`src/aic_pkg.sv`:
```
`timescale 1ns / 1ps
// shared types, widths and character codes for the ascii infix calculator
package aic_pkg;

   localparam int VALUE_W = 32;
   localparam int CNT_W   = $clog2(VALUE_W);
   localparam int ACC_W   = VALUE_W + 4;

   localparam logic [VALUE_W-1:0] VALUE_CAP = {1'b1, {(VALUE_W-1){1'b0}}};
   localparam logic [VALUE_W-1:0] VALUE_MAX = {1'b0, {(VALUE_W-1){1'b1}}};

   localparam logic [2:0] ST_OK       = 3'd0;
   localparam logic [2:0] ST_CLOSE    = 3'd1;
   localparam logic [2:0] ST_WORDS    = 3'd2;
   localparam logic [2:0] ST_NUMBER   = 3'd3;
   localparam logic [2:0] ST_OPERATOR = 3'd4;
   localparam logic [2:0] ST_DIVZERO  = 3'd5;

   localparam logic [7:0] CH_NUL   = 8'h00;
   localparam logic [7:0] CH_TAB   = 8'h09;
   localparam logic [7:0] CH_SPACE = 8'h20;
   localparam logic [7:0] CH_PLUS  = 8'h2b;
   localparam logic [7:0] CH_MINUS = 8'h2d;
   localparam logic [7:0] CH_STAR  = 8'h2a;
   localparam logic [7:0] CH_SLASH = 8'h2f;
   localparam logic [7:0] CH_PCT   = 8'h25;
   localparam logic [7:0] CH_ZERO  = 8'h30;
   localparam logic [7:0] CH_NINE  = 8'h39;
   localparam logic [7:0] CH_E     = 8'h65;
   localparam logic [7:0] CH_X     = 8'h78;
   localparam logic [7:0] CH_I     = 8'h69;
   localparam logic [7:0] CH_T     = 8'h74;
   localparam logic [7:0] CH_Q     = 8'h71;
   localparam logic [7:0] CH_U     = 8'h75;

   typedef struct packed {
      logic [7:0] data_byte;
      logic       last_byte;
   } aic_req_type;

   typedef struct packed {
      logic [2:0]                status;
      logic signed [VALUE_W-1:0] value;
   } aic_rsp_type;

   typedef struct packed {
      logic feed;
      logic finish;
      logic div_load;
   } aic_cmd_type;

   typedef struct packed {
      logic need_div;
      logic div_done;
   } aic_stat_type;

endpackage

```
`src/aic_div.sv`:
```
`timescale 1ns / 1ps
// bit-serial signed divider, truncating quotient and remainder
module aic_div
   import aic_pkg::*;
(
   input  logic               clock,
   input  logic               reset,
   input  logic               start,
   input  logic [VALUE_W-1:0] dividend,
   input  logic [VALUE_W-1:0] divisor,
   output logic               done,
   output logic [VALUE_W-1:0] quotient,
   output logic [VALUE_W-1:0] remainder
);

   logic               busy_ff, busy_in;
   logic               done_ff, done_in;
   logic [CNT_W-1:0]   cnt_ff, cnt_in;
   logic [VALUE_W-1:0] rem_ff, rem_in;
   logic [VALUE_W-1:0] quo_ff, quo_in;
   logic [VALUE_W-1:0] dvs_ff, dvs_in;
   logic               neg_q_ff, neg_q_in;
   logic               neg_r_ff, neg_r_in;
   logic [VALUE_W:0]   shifted;
   logic [VALUE_W:0]   diff;

   always_comb begin
      busy_in  = busy_ff;
      done_in  = 1'b0;
      cnt_in   = cnt_ff;
      rem_in   = rem_ff;
      quo_in   = quo_ff;
      dvs_in   = dvs_ff;
      neg_q_in = neg_q_ff;
      neg_r_in = neg_r_ff;
      shifted  = {rem_ff, quo_ff[VALUE_W-1]};
      diff     = shifted - {1'b0, dvs_ff};
      if (start) begin
         busy_in  = 1'b1;
         cnt_in   = '0;
         rem_in   = '0;
         quo_in   = dividend[VALUE_W-1] ? -dividend : dividend;
         dvs_in   = divisor[VALUE_W-1] ? -divisor : divisor;
         neg_q_in = dividend[VALUE_W-1] ^ divisor[VALUE_W-1];
         neg_r_in = dividend[VALUE_W-1];
      end else if (busy_ff) begin
         if (!diff[VALUE_W]) begin
            rem_in = diff[VALUE_W-1:0];
            quo_in = {quo_ff[VALUE_W-2:0], 1'b1};
         end else begin
            rem_in = shifted[VALUE_W-1:0];
            quo_in = {quo_ff[VALUE_W-2:0], 1'b0};
         end
         cnt_in = cnt_ff + 1'b1;
         if (cnt_ff == CNT_W'(VALUE_W - 1)) begin
            busy_in = 1'b0;
            done_in = 1'b1;
         end
      end
   end

   always_ff @(posedge clock) begin
      if (reset) begin
         busy_ff <= 1'b0;
         done_ff <= 1'b0;
      end else begin
         busy_ff <= busy_in;
         done_ff <= done_in;
      end
      cnt_ff   <= cnt_in;
      rem_ff   <= rem_in;
      quo_ff   <= quo_in;
      dvs_ff   <= dvs_in;
      neg_q_ff <= neg_q_in;
      neg_r_ff <= neg_r_in;
   end

   assign done      = done_ff;
   assign quotient  = neg_q_ff ? -quo_ff : quo_ff;
   assign remainder = neg_r_ff ? -rem_ff : rem_ff;

   a_no_restart: assert property (@(posedge clock) disable iff (reset)
      start |-> !busy_ff) else $error("divider started while busy");
   a_done_after_busy: assert property (@(posedge clock) disable iff (reset)
      done_ff |-> $past(busy_ff)) else $error("divider done without work");
   a_rem_below_divisor: assert property (@(posedge clock) disable iff (reset)
      done_ff |-> rem_ff < dvs_ff) else $error("divider remainder too large");

endmodule

```
`src/aic_datapath.sv`:
```
`timescale 1ns / 1ps
// text parser, operand registers, arithmetic and response payload register
module aic_datapath
   import aic_pkg::*;
(
   input  logic         clock,
   input  logic         reset,
   input  aic_cmd_type  cmd,
   input  aic_req_type  req,
   output aic_stat_type stat,
   output aic_rsp_type  rsp
);

   localparam logic [3:0] KW_START = 4'd0;
   localparam logic [3:0] KW_E     = 4'd1;
   localparam logic [3:0] KW_EX    = 4'd2;
   localparam logic [3:0] KW_EXI   = 4'd3;
   localparam logic [3:0] KW_EXIT  = 4'd4;
   localparam logic [3:0] KW_Q     = 4'd5;
   localparam logic [3:0] KW_QU    = 4'd6;
   localparam logic [3:0] KW_QUI   = 4'd7;
   localparam logic [3:0] KW_QUIT  = 4'd8;
   localparam logic [3:0] KW_NONE  = 4'd15;

   function automatic logic [3:0] kw_next(input logic [3:0] st, input logic [7:0] c);
      logic [3:0] nx;
      nx = KW_NONE;
      unique case (st)
         KW_START: begin
            if (c == CH_E) nx = KW_E;
            else if (c == CH_Q) nx = KW_Q;
         end
         KW_E:    if (c == CH_X) nx = KW_EX;
         KW_EX:   if (c == CH_I) nx = KW_EXI;
         KW_EXI:  if (c == CH_T) nx = KW_EXIT;
         KW_Q:    if (c == CH_U) nx = KW_QU;
         KW_QU:   if (c == CH_I) nx = KW_QUI;
         KW_QUI:  if (c == CH_T) nx = KW_QUIT;
         default: nx = KW_NONE;
      endcase
      return nx;
   endfunction

   function automatic logic [VALUE_W-1:0] num_bits(input logic [VALUE_W-1:0] acc,
                                                  input logic ovf, input logic neg);
      logic [VALUE_W-1:0] mag;
      mag = ovf ? VALUE_CAP : acc;
      if (neg) return -mag;
      return (mag > VALUE_MAX) ? VALUE_MAX : mag;
   endfunction

   logic [2:0]         wc_ff, wc_in;
   logic               inside_ff, inside_in;
   logic               ended_ff, ended_in;
   logic [VALUE_W-1:0] acc_ff, acc_in;
   logic               ovf_ff, ovf_in;
   logic               neg_ff, neg_in;
   logic               wf_ff, wf_in;
   logic               broken_ff, broken_in;
   logic [VALUE_W-1:0] opa_ff, opa_in;
   logic               opa_good_ff, opa_good_in;
   logic [7:0]         op_ff, op_in;
   logic [3:0]         kw_ff, kw_in;
   logic               mod_ff, mod_in;
   aic_rsp_type        rsp_ff, rsp_in;

   logic [7:0]         c;
   logic               is_sep;
   logic               first;
   logic [ACC_W-1:0]   acc_ext;
   logic [ACC_W-1:0]   acc_next;
   logic [VALUE_W-1:0] opb;
   logic               num_ok;
   logic [2:0]         fin_status;
   logic [VALUE_W-1:0] fin_value;
   logic [2*VALUE_W-1:0] product;
   logic               need_div;
   logic               div_start;
   logic               div_done;
   logic [VALUE_W-1:0] div_quo;
   logic [VALUE_W-1:0] div_rem;

   assign c        = req.data_byte;
   assign is_sep   = (c == CH_SPACE) || (c == CH_TAB);
   assign first    = !inside_ff;
   assign opb      = num_bits(acc_ff, ovf_ff, neg_ff);
   assign num_ok   = wf_ff && !broken_ff;
   assign product  = opa_ff * opb;

   always_comb begin
      fin_status = ST_OK;
      fin_value  = '0;
      need_div   = 1'b0;
      if (kw_ff == KW_EXIT || kw_ff == KW_QUIT) begin
         fin_status = ST_CLOSE;
      end else if (wc_ff != 3'd3) begin
         fin_status = ST_WORDS;
      end else if (!opa_good_ff || !num_ok) begin
         fin_status = ST_NUMBER;
      end else begin
         case (op_ff)
            CH_PLUS:  fin_value = opa_ff + opb;
            CH_MINUS: fin_value = opa_ff - opb;
            CH_STAR:  fin_value = product[VALUE_W-1:0];
            CH_SLASH, CH_PCT: begin
               if (opb == '0) fin_status = ST_DIVZERO;
               else need_div = 1'b1;
            end
            default:  fin_status = ST_OPERATOR;
         endcase
      end
   end

   always_comb begin
      wc_in       = wc_ff;
      inside_in   = inside_ff;
      ended_in    = ended_ff;
      acc_in      = acc_ff;
      ovf_in      = ovf_ff;
      neg_in      = neg_ff;
      wf_in       = wf_ff;
      broken_in   = broken_ff;
      opa_in      = opa_ff;
      opa_good_in = opa_good_ff;
      op_in       = op_ff;
      kw_in       = kw_ff;
      mod_in      = mod_ff;
      rsp_in      = rsp_ff;
      acc_ext     = '0;
      acc_next    = '0;
      if (cmd.feed && !ended_ff) begin
         if (c == CH_NUL) begin
            ended_in = 1'b1;
         end else begin
            kw_in = kw_next(kw_ff, c);
            if (is_sep) begin
               if (inside_ff) begin
                  if (wc_ff == 3'd1) begin
                     opa_in      = opb;
                     opa_good_in = num_ok;
                  end
                  inside_in = 1'b0;
               end
            end else begin
               if (first) begin
                  inside_in = 1'b1;
                  if (wc_ff < 3'd4) wc_in = wc_ff + 3'd1;
                  if (wc_ff == 3'd1) op_in = c;
                  acc_in    = '0;
                  ovf_in    = 1'b0;
                  neg_in    = 1'b0;
                  wf_in     = 1'b0;
                  broken_in = 1'b0;
               end
               if (first && (c == CH_PLUS || c == CH_MINUS)) begin
                  neg_in = (c == CH_MINUS);
               end else if (c >= CH_ZERO && c <= CH_NINE) begin
                  wf_in = 1'b1;
                  if (!ovf_in) begin
                     acc_ext  = {4'b0, acc_in};
                     acc_next = (acc_ext << 3) + (acc_ext << 1)
                              + ACC_W'(c - CH_ZERO);
                     if (acc_next > {4'b0, VALUE_CAP}) begin
                        ovf_in = 1'b1;
                        acc_in = VALUE_CAP;
                     end else begin
                        acc_in = acc_next[VALUE_W-1:0];
                     end
                  end
               end else begin
                  broken_in = 1'b1;
               end
            end
         end
      end
      if (cmd.finish) begin
         if (need_div) begin
            mod_in = (op_ff == CH_PCT);
         end else begin
            rsp_in.status = fin_status;
            rsp_in.value  = (fin_status == ST_OK) ? fin_value : '0;
         end
         wc_in       = '0;
         inside_in   = 1'b0;
         ended_in    = 1'b0;
         acc_in      = '0;
         ovf_in      = 1'b0;
         neg_in      = 1'b0;
         wf_in       = 1'b0;
         broken_in   = 1'b0;
         opa_in      = '0;
         opa_good_in = 1'b0;
         op_in       = '0;
         kw_in       = KW_START;
      end
      if (cmd.div_load) begin
         rsp_in.status = ST_OK;
         rsp_in.value  = mod_ff ? div_rem : div_quo;
      end
   end

   always_ff @(posedge clock) begin
      if (reset) begin
         wc_ff       <= '0;
         inside_ff   <= 1'b0;
         ended_ff    <= 1'b0;
         acc_ff      <= '0;
         ovf_ff      <= 1'b0;
         neg_ff      <= 1'b0;
         wf_ff       <= 1'b0;
         broken_ff   <= 1'b0;
         opa_ff      <= '0;
         opa_good_ff <= 1'b0;
         op_ff       <= '0;
         kw_ff       <= KW_START;
      end else begin
         wc_ff       <= wc_in;
         inside_ff   <= inside_in;
         ended_ff    <= ended_in;
         acc_ff      <= acc_in;
         ovf_ff      <= ovf_in;
         neg_ff      <= neg_in;
         wf_ff       <= wf_in;
         broken_ff   <= broken_in;
         opa_ff      <= opa_in;
         opa_good_ff <= opa_good_in;
         op_ff       <= op_in;
         kw_ff       <= kw_in;
      end
      mod_ff <= mod_in;
      rsp_ff <= rsp_in;
   end

   assign div_start = cmd.finish && need_div;

   aic_div u_div (
      .clock     (clock),
      .reset     (reset),
      .start     (div_start),
      .dividend  (opa_ff),
      .divisor   (opb),
      .done      (div_done),
      .quotient  (div_quo),
      .remainder (div_rem)
   );

   assign stat.need_div = need_div;
   assign stat.div_done = div_done;
   assign rsp           = rsp_ff;

endmodule

```
`src/aic_ctrl.sv`:
```
`timescale 1ns / 1ps
// message sequencing: byte intake, evaluation, division wait, response valid
module aic_ctrl
   import aic_pkg::*;
(
   input  logic         clock,
   input  logic         reset,
   input  logic         req_valid,
   input  logic         req_last,
   output logic         req_ready,
   output logic         rsp_valid,
   input  logic         rsp_ready,
   input  aic_stat_type stat,
   output aic_cmd_type  cmd
);

   typedef enum logic [1:0] {
      S_RUN,
      S_CALC,
      S_DIV
   } state_type;

   state_type state_ff;
   logic      rsp_valid_ff;
   logic      take;

   assign req_ready    = (state_ff == S_RUN);
   assign take         = req_valid && req_ready;
   assign cmd.feed     = take;
   assign cmd.finish   = (state_ff == S_CALC) && !rsp_valid_ff;
   assign cmd.div_load = (state_ff == S_DIV) && stat.div_done;
   assign rsp_valid    = rsp_valid_ff;

   always_ff @(posedge clock) begin
      if (reset) begin
         state_ff     <= S_RUN;
         rsp_valid_ff <= 1'b0;
      end else begin
         if (rsp_valid_ff && rsp_ready) rsp_valid_ff <= 1'b0;
         unique case (state_ff)
            S_RUN: begin
               if (take && req_last) state_ff <= S_CALC;
            end
            S_CALC: begin
               if (cmd.finish) begin
                  if (stat.need_div) begin
                     state_ff <= S_DIV;
                  end else begin
                     rsp_valid_ff <= 1'b1;
                     state_ff     <= S_RUN;
                  end
               end
            end
            S_DIV: begin
               if (stat.div_done) begin
                  rsp_valid_ff <= 1'b1;
                  state_ff     <= S_RUN;
               end
            end
            default: state_ff <= S_RUN;
         endcase
      end
   end

   a_div_slot_free: assert property (@(posedge clock) disable iff (reset)
      (state_ff == S_DIV) |-> !rsp_valid_ff)
      else $error("division running while a response is pending");

endmodule

```
`src/ascii_infix_calculator.sv`:
```
`timescale 1ns / 1ps
// top level of the ascii infix calculator
// Message bytes are taken one per cycle, including while a previous response
// waits to be taken. After the flagged last byte the block evaluates the
// message; +, - and * (or any error status) give a response on the next
// cycle. / and % run through a bit-serial divider that resolves one quotient
// bit per cycle, and their response appears when the divider is done. A
// response that is still pending when the next message ends holds off that
// evaluation until it is taken; no new bytes are accepted during evaluation
// or division.
module ascii_infix_calculator
   import aic_pkg::*;
(
   input  logic        clock,
   input  logic        reset,
   input  logic        req_valid,
   output logic        req_ready,
   input  aic_req_type req_payload,
   output logic        rsp_valid,
   input  logic        rsp_ready,
   output aic_rsp_type rsp_payload
);

   aic_cmd_type  cmd;
   aic_stat_type stat;

   aic_ctrl u_ctrl (
      .clock     (clock),
      .reset     (reset),
      .req_valid (req_valid),
      .req_last  (req_payload.last_byte),
      .req_ready (req_ready),
      .rsp_valid (rsp_valid),
      .rsp_ready (rsp_ready),
      .stat      (stat),
      .cmd       (cmd)
   );

   aic_datapath u_datapath (
      .clock (clock),
      .reset (reset),
      .cmd   (cmd),
      .req   (req_payload),
      .stat  (stat),
      .rsp   (rsp_payload)
   );

endmodule

```
`config.mk`:
```
export PLATFORM = sky130hd
export DESIGN_NAME = ascii_infix_calculator
export DESIGN_NICKNAME = d
export VERILOG_FILES = /design/src/aic_pkg.sv /design/src/aic_div.sv /design/src/aic_datapath.sv /design/src/aic_ctrl.sv /design/src/ascii_infix_calculator.sv
export SDC_FILE = /design/constraint.sdc
export NUM_CORES = 2
export LEC_CHECK = 0
export BUFFER_PORTS_ARGS = -buffer_cell sky130_fd_sc_hd__buf_2
export CORE_UTILIZATION = 40
export CTS_CLUSTER_DIAMETER = 60
export DETAILED_ROUTE_END_ITERATION = 8
export HOLD_SLACK_MARGIN = 0.08
export PLACE_DENSITY = 0.62
export SLEW_MARGIN = 10
export SYNTH_ARGS = -nofsm -noshare
export SYNTH_HDL_FRONTEND = slang
export SYNTH_HIERARCHICAL = 1
export SYNTH_SLANG_ARGS = --single-unit
```
`constraint.sdc`:
```
create_clock -name clock -period 11.5 [get_ports clock]
set_clock_uncertainty 0.15 [all_clocks]
set_input_delay 1.725 -clock clock [delete_from_list [all_inputs] [get_ports clock]]
set_output_delay 1.725 -clock clock [all_outputs]
set_load 0.05 [all_outputs]
```
==> reports/results.ini <==
[outcome]
status = finished clean

[routing]
wl_per_cell_microns = 21.24
vias = 31440
drt_first_pass_iters = 8
vias_per_cell = 5.705
drtAntennaViolNets = 0
drcViolationCount = 0
routed_wl_mm = 117.0
drtIter0Drc = 2820

[clock_tree]
htree_levels = 2
cts_resized = 0
numCtsBuffers = 34
postCtsHoldBufs = 0
cts_tree = yes
clk_latency_ns = 0.55
clk_pin_slew_worst_paths_ns = 0.06
cts_sinks = 230
root_buffer = clkbuf_16
cts_buffer_depth = 3
postCtsSetupBuffers = 0

[synthesis]
syn_inst = 4384
synth_top_family_by_area = adder cells
synth_edf_count = 99
synth_seq_cells = 230
yosysTopAreaCell = fa_1
synth_most_common_cell = inv_1
synthMuxAreaShare = 0.01439
synthArstFlopShare = 0
avgSynthCellArea_sq_um = 8.446
ys.warnings.count = 6
synth_cell_type_count = 111
synth_compound_area_frac = 0.1519
synthTopCellsByArea = fa_1, ha_1, edfxtp_1
yosys-top-cells-count = inv_1, nand2_1, fa_1, and2_1, ha_1
synthXorXnorAreaFrac = 0.07457
syn_nets = 5080
synth_ff_type = dfxtp_1
ys_seq_area_frac = 0.1511
synth_top_area_share = 0.2384
synthSimpleGateAreaFrac = 0.2022
synth_fa_ha_area_frac = 0.3202
synth_area_sq_mm = 0.03703

[worst_setup_path]
crit_end = u_datapath/rsp[31]
crit_fanout = 20
setup.worst_path.start = u_datapath/ovf_ff
crit-reg2reg-launch = u_datapath/ovf_ff
cpPeakStageDelay_ns = 0.66
crit_type = register to register
r2r-end = u_datapath/rsp[31]
crit_arrival_ns = 10.54
cpLargestDelayFamily = adder cells
cp.buffers_inverters = 2
ff2ff_setup_slack_ns = 1.10
crit_required_ns = 11.64
critPathSlowestCell = dfxtp_1
end_kind = register
ff2ff_path_depth = 30
critical_path_depth = 30
cp_common_cell = fa_1
cp-start-kind = register

[timing]
rsz0062_at_grt = no
fin_crit_ns = 10.40
fin_tns_setup_ns = 0
period_share = 0.9046
tightest_slew_ns = 1.252
clock.fmax_ghz = 0.09612
finalMaxSlewViolations = 0
timing.hold.ws_ns = 0.2972
slew_headroom = 0.1651
hold_viol = 0
setup_violations = 0

[layout]
diodes = 0
final_net_count = 4995
drive_above_1_share = 0.07146
areaGrowthSynthToFinish_pct = 7.099
fillers = 9076

[worst_hold_path]
hold_class = register to register

[global_route]
grt_use_met2 = 0.4002
top_usage_layer = met2
use_met3 = 0.03995
grt_util_all_layers = 0.2485
grtUsageMet1 = 0.3335
antenna_found_initial = 7
grt_pass1_wl_mm = 181.8
grt_max_degree = 98
grt_overflow = 0
grt_pass1_vias = 30650

[place]
numPortBuffers = 49
gp_congestion = 0.9618
hpwl_mm = 88.11

[power_and_ir_drop]
ir_drop_uv = 96.95
power.density_mw_per_mm2 = 73.39
power_leakage_nw = 17.78

[floorplan]
coreArea_sq_mm = 0.09166
rows = 111
start_util = 0.4040
io_pins = 50
die_height_microns = 306.3
fp.dieW_microns = 306.3
fp.dieArea_sq_mm = 0.09380

[flow_run]
cap_violations = 0

==> worst min path at each step <==
stage,cells after the start,slack [ns],end,from
6_report,2,0.30,u_datapath/wf_ff,u_datapath/wf_ff
2_1_floorplan,2,0.28,u_datapath/wf_ff,u_datapath/wf_ff
3_5_place_dp,2,0.29,u_datapath/wf_ff,u_datapath/wf_ff
5_1_grt,2,0.32,u_datapath/wf_ff,u_datapath/wf_ff
4_1_cts,2,0.30,u_datapath/wf_ff,u_datapath/wf_ff
3_3_place_gp,2,0.29,u_datapath/wf_ff,u_datapath/wf_ff
==> cell usage in the layout, fill, tap and decap left out, drive strengths merged, types with 9 or more instances in the layout <==
master / instances
fa: 441
nor4: 31
a22o: 9
edfxtp: 99
a22oi: 17
nand2b: 43
and4: 9
a21oi: 234
nand4: 21
or4: 27
o21ai: 174
buf: 129
dfxtp: 131
and2: 315
nor2b: 24
o21a: 26
o211ai: 28
xor2: 105
inv: 575
o41ai: 20
or2: 16
xnor2: 194
ha: 242
nor3: 72
a221oi: 25
a31oi: 27
mux2: 34
a311oi: 30
mux2i: 15
a211oi: 27
nand3: 49
o31ai: 49
or3: 43
o21bai: 16
nor2: 211
nand2: 505
a21o: 71
and3: 48
clkbuf: 45
==> report_power, final <==
group          leakage [nW]  internal, W  switching, W
Sequential             2.00     0.000887     0.0000401
Combinational          15.2     0.000304      0.000579
Clock                 0.565     0.000689      0.000412
Total                  17.8      0.00188       0.00103
==> cell type report <==
| class | count | area (sq um) | share of cell area |
|---|---|---|---|
| multi-input cells | 3331 | 28410 | 0.7165 |
| flip-flops and latches | 230 | 5599 | 0.1412 |
| clock buffers | 45 | 933.4 | 0.02354 |
| well taps | 1186 | 1484 | 0.03742 |
| inverters | 573 | 2151 | 0.05423 |
| repair buffers | 129 | 845.8 | 0.02133 |
| clock inverters | 16 | 231.5 | 0.005837 |
==> tightest hold or removal path, stage by stage, from the launching register on <==
cell     delay [ns]
dfxtp_1        0.30
nand2_1        0.05
a21oi_1        0.05
==> flip-flops by register name, indices dropped and copies added (netlist names) <==
signal,flops
u_datapath/ovf_ff,1
u_datapath/ended_ff,1
u_datapath/u_div/neg_q_ff,1
u_ctrl/rsp_valid,1
u_datapath/u_div/cnt_ff,5
u_datapath/rsp,35
u_datapath/mod_ff,1
u_datapath/inside_ff,1
u_datapath/acc_ff,32
u_datapath/wc_ff,3
u_datapath/kw_ff,4
u_datapath/u_div/neg_r_ff,1
u_datapath/u_div/quo_ff,32
u_datapath/u_div/busy_ff,1
u_datapath/u_div/done,1
u_datapath/broken_ff,1
u_datapath/op_ff,8
u_datapath/wf_ff,1
u_ctrl/state_ff,2
u_datapath/u_div/dvs_ff,32
u_datapath/u_div/rem_ff,32
u_datapath/neg_ff,1
u_datapath/opa_good_ff,1
u_datapath/opa_ff,32
==> routing by layer <==
| layer | up-vias | part of all wire |
|---|---|---|
| li1 | 14440 | - |
| met1 | 15480 | 0.42 |
| met2 | 1271 | 0.45 |
| met3 | 242 | 0.080 |
| met4 | 2 | 0.041 |
| met5 | - | 0.00011 |
==> metrics by stage <==
step	setup WS [ns]	power (W)	cells	area, sq um	utilization
finish	1.097	0.002910	5510	39660	0.4327
global route	0.6074	0.003034	5510	39660	0.4327
CTS	1.201	0.002913	5510	39660	0.4327
detailed placement	1.213	0.001811	5449	38490	0.4199
global placement	1.384	0.001810	5449	38490	0.4199
floorplan	1.182	0.001584	4384	37030	-
==> cell families (layout without fill, tap and decap cells) <==
group | after synthesis | after routing
adder cells (fa/ha/maj) | 683 | 683
multiplexers | 49 | 49
AO/OA/AOI/OAI | 845 | 845
buffers and inverters | 823 | 763
AND/OR/NAND/NOR | 1449 | 1449
XOR/XNOR | 305 | 305
flip-flops | 230 | 230
Note: power is estimated with default switching activity, not from simulation.
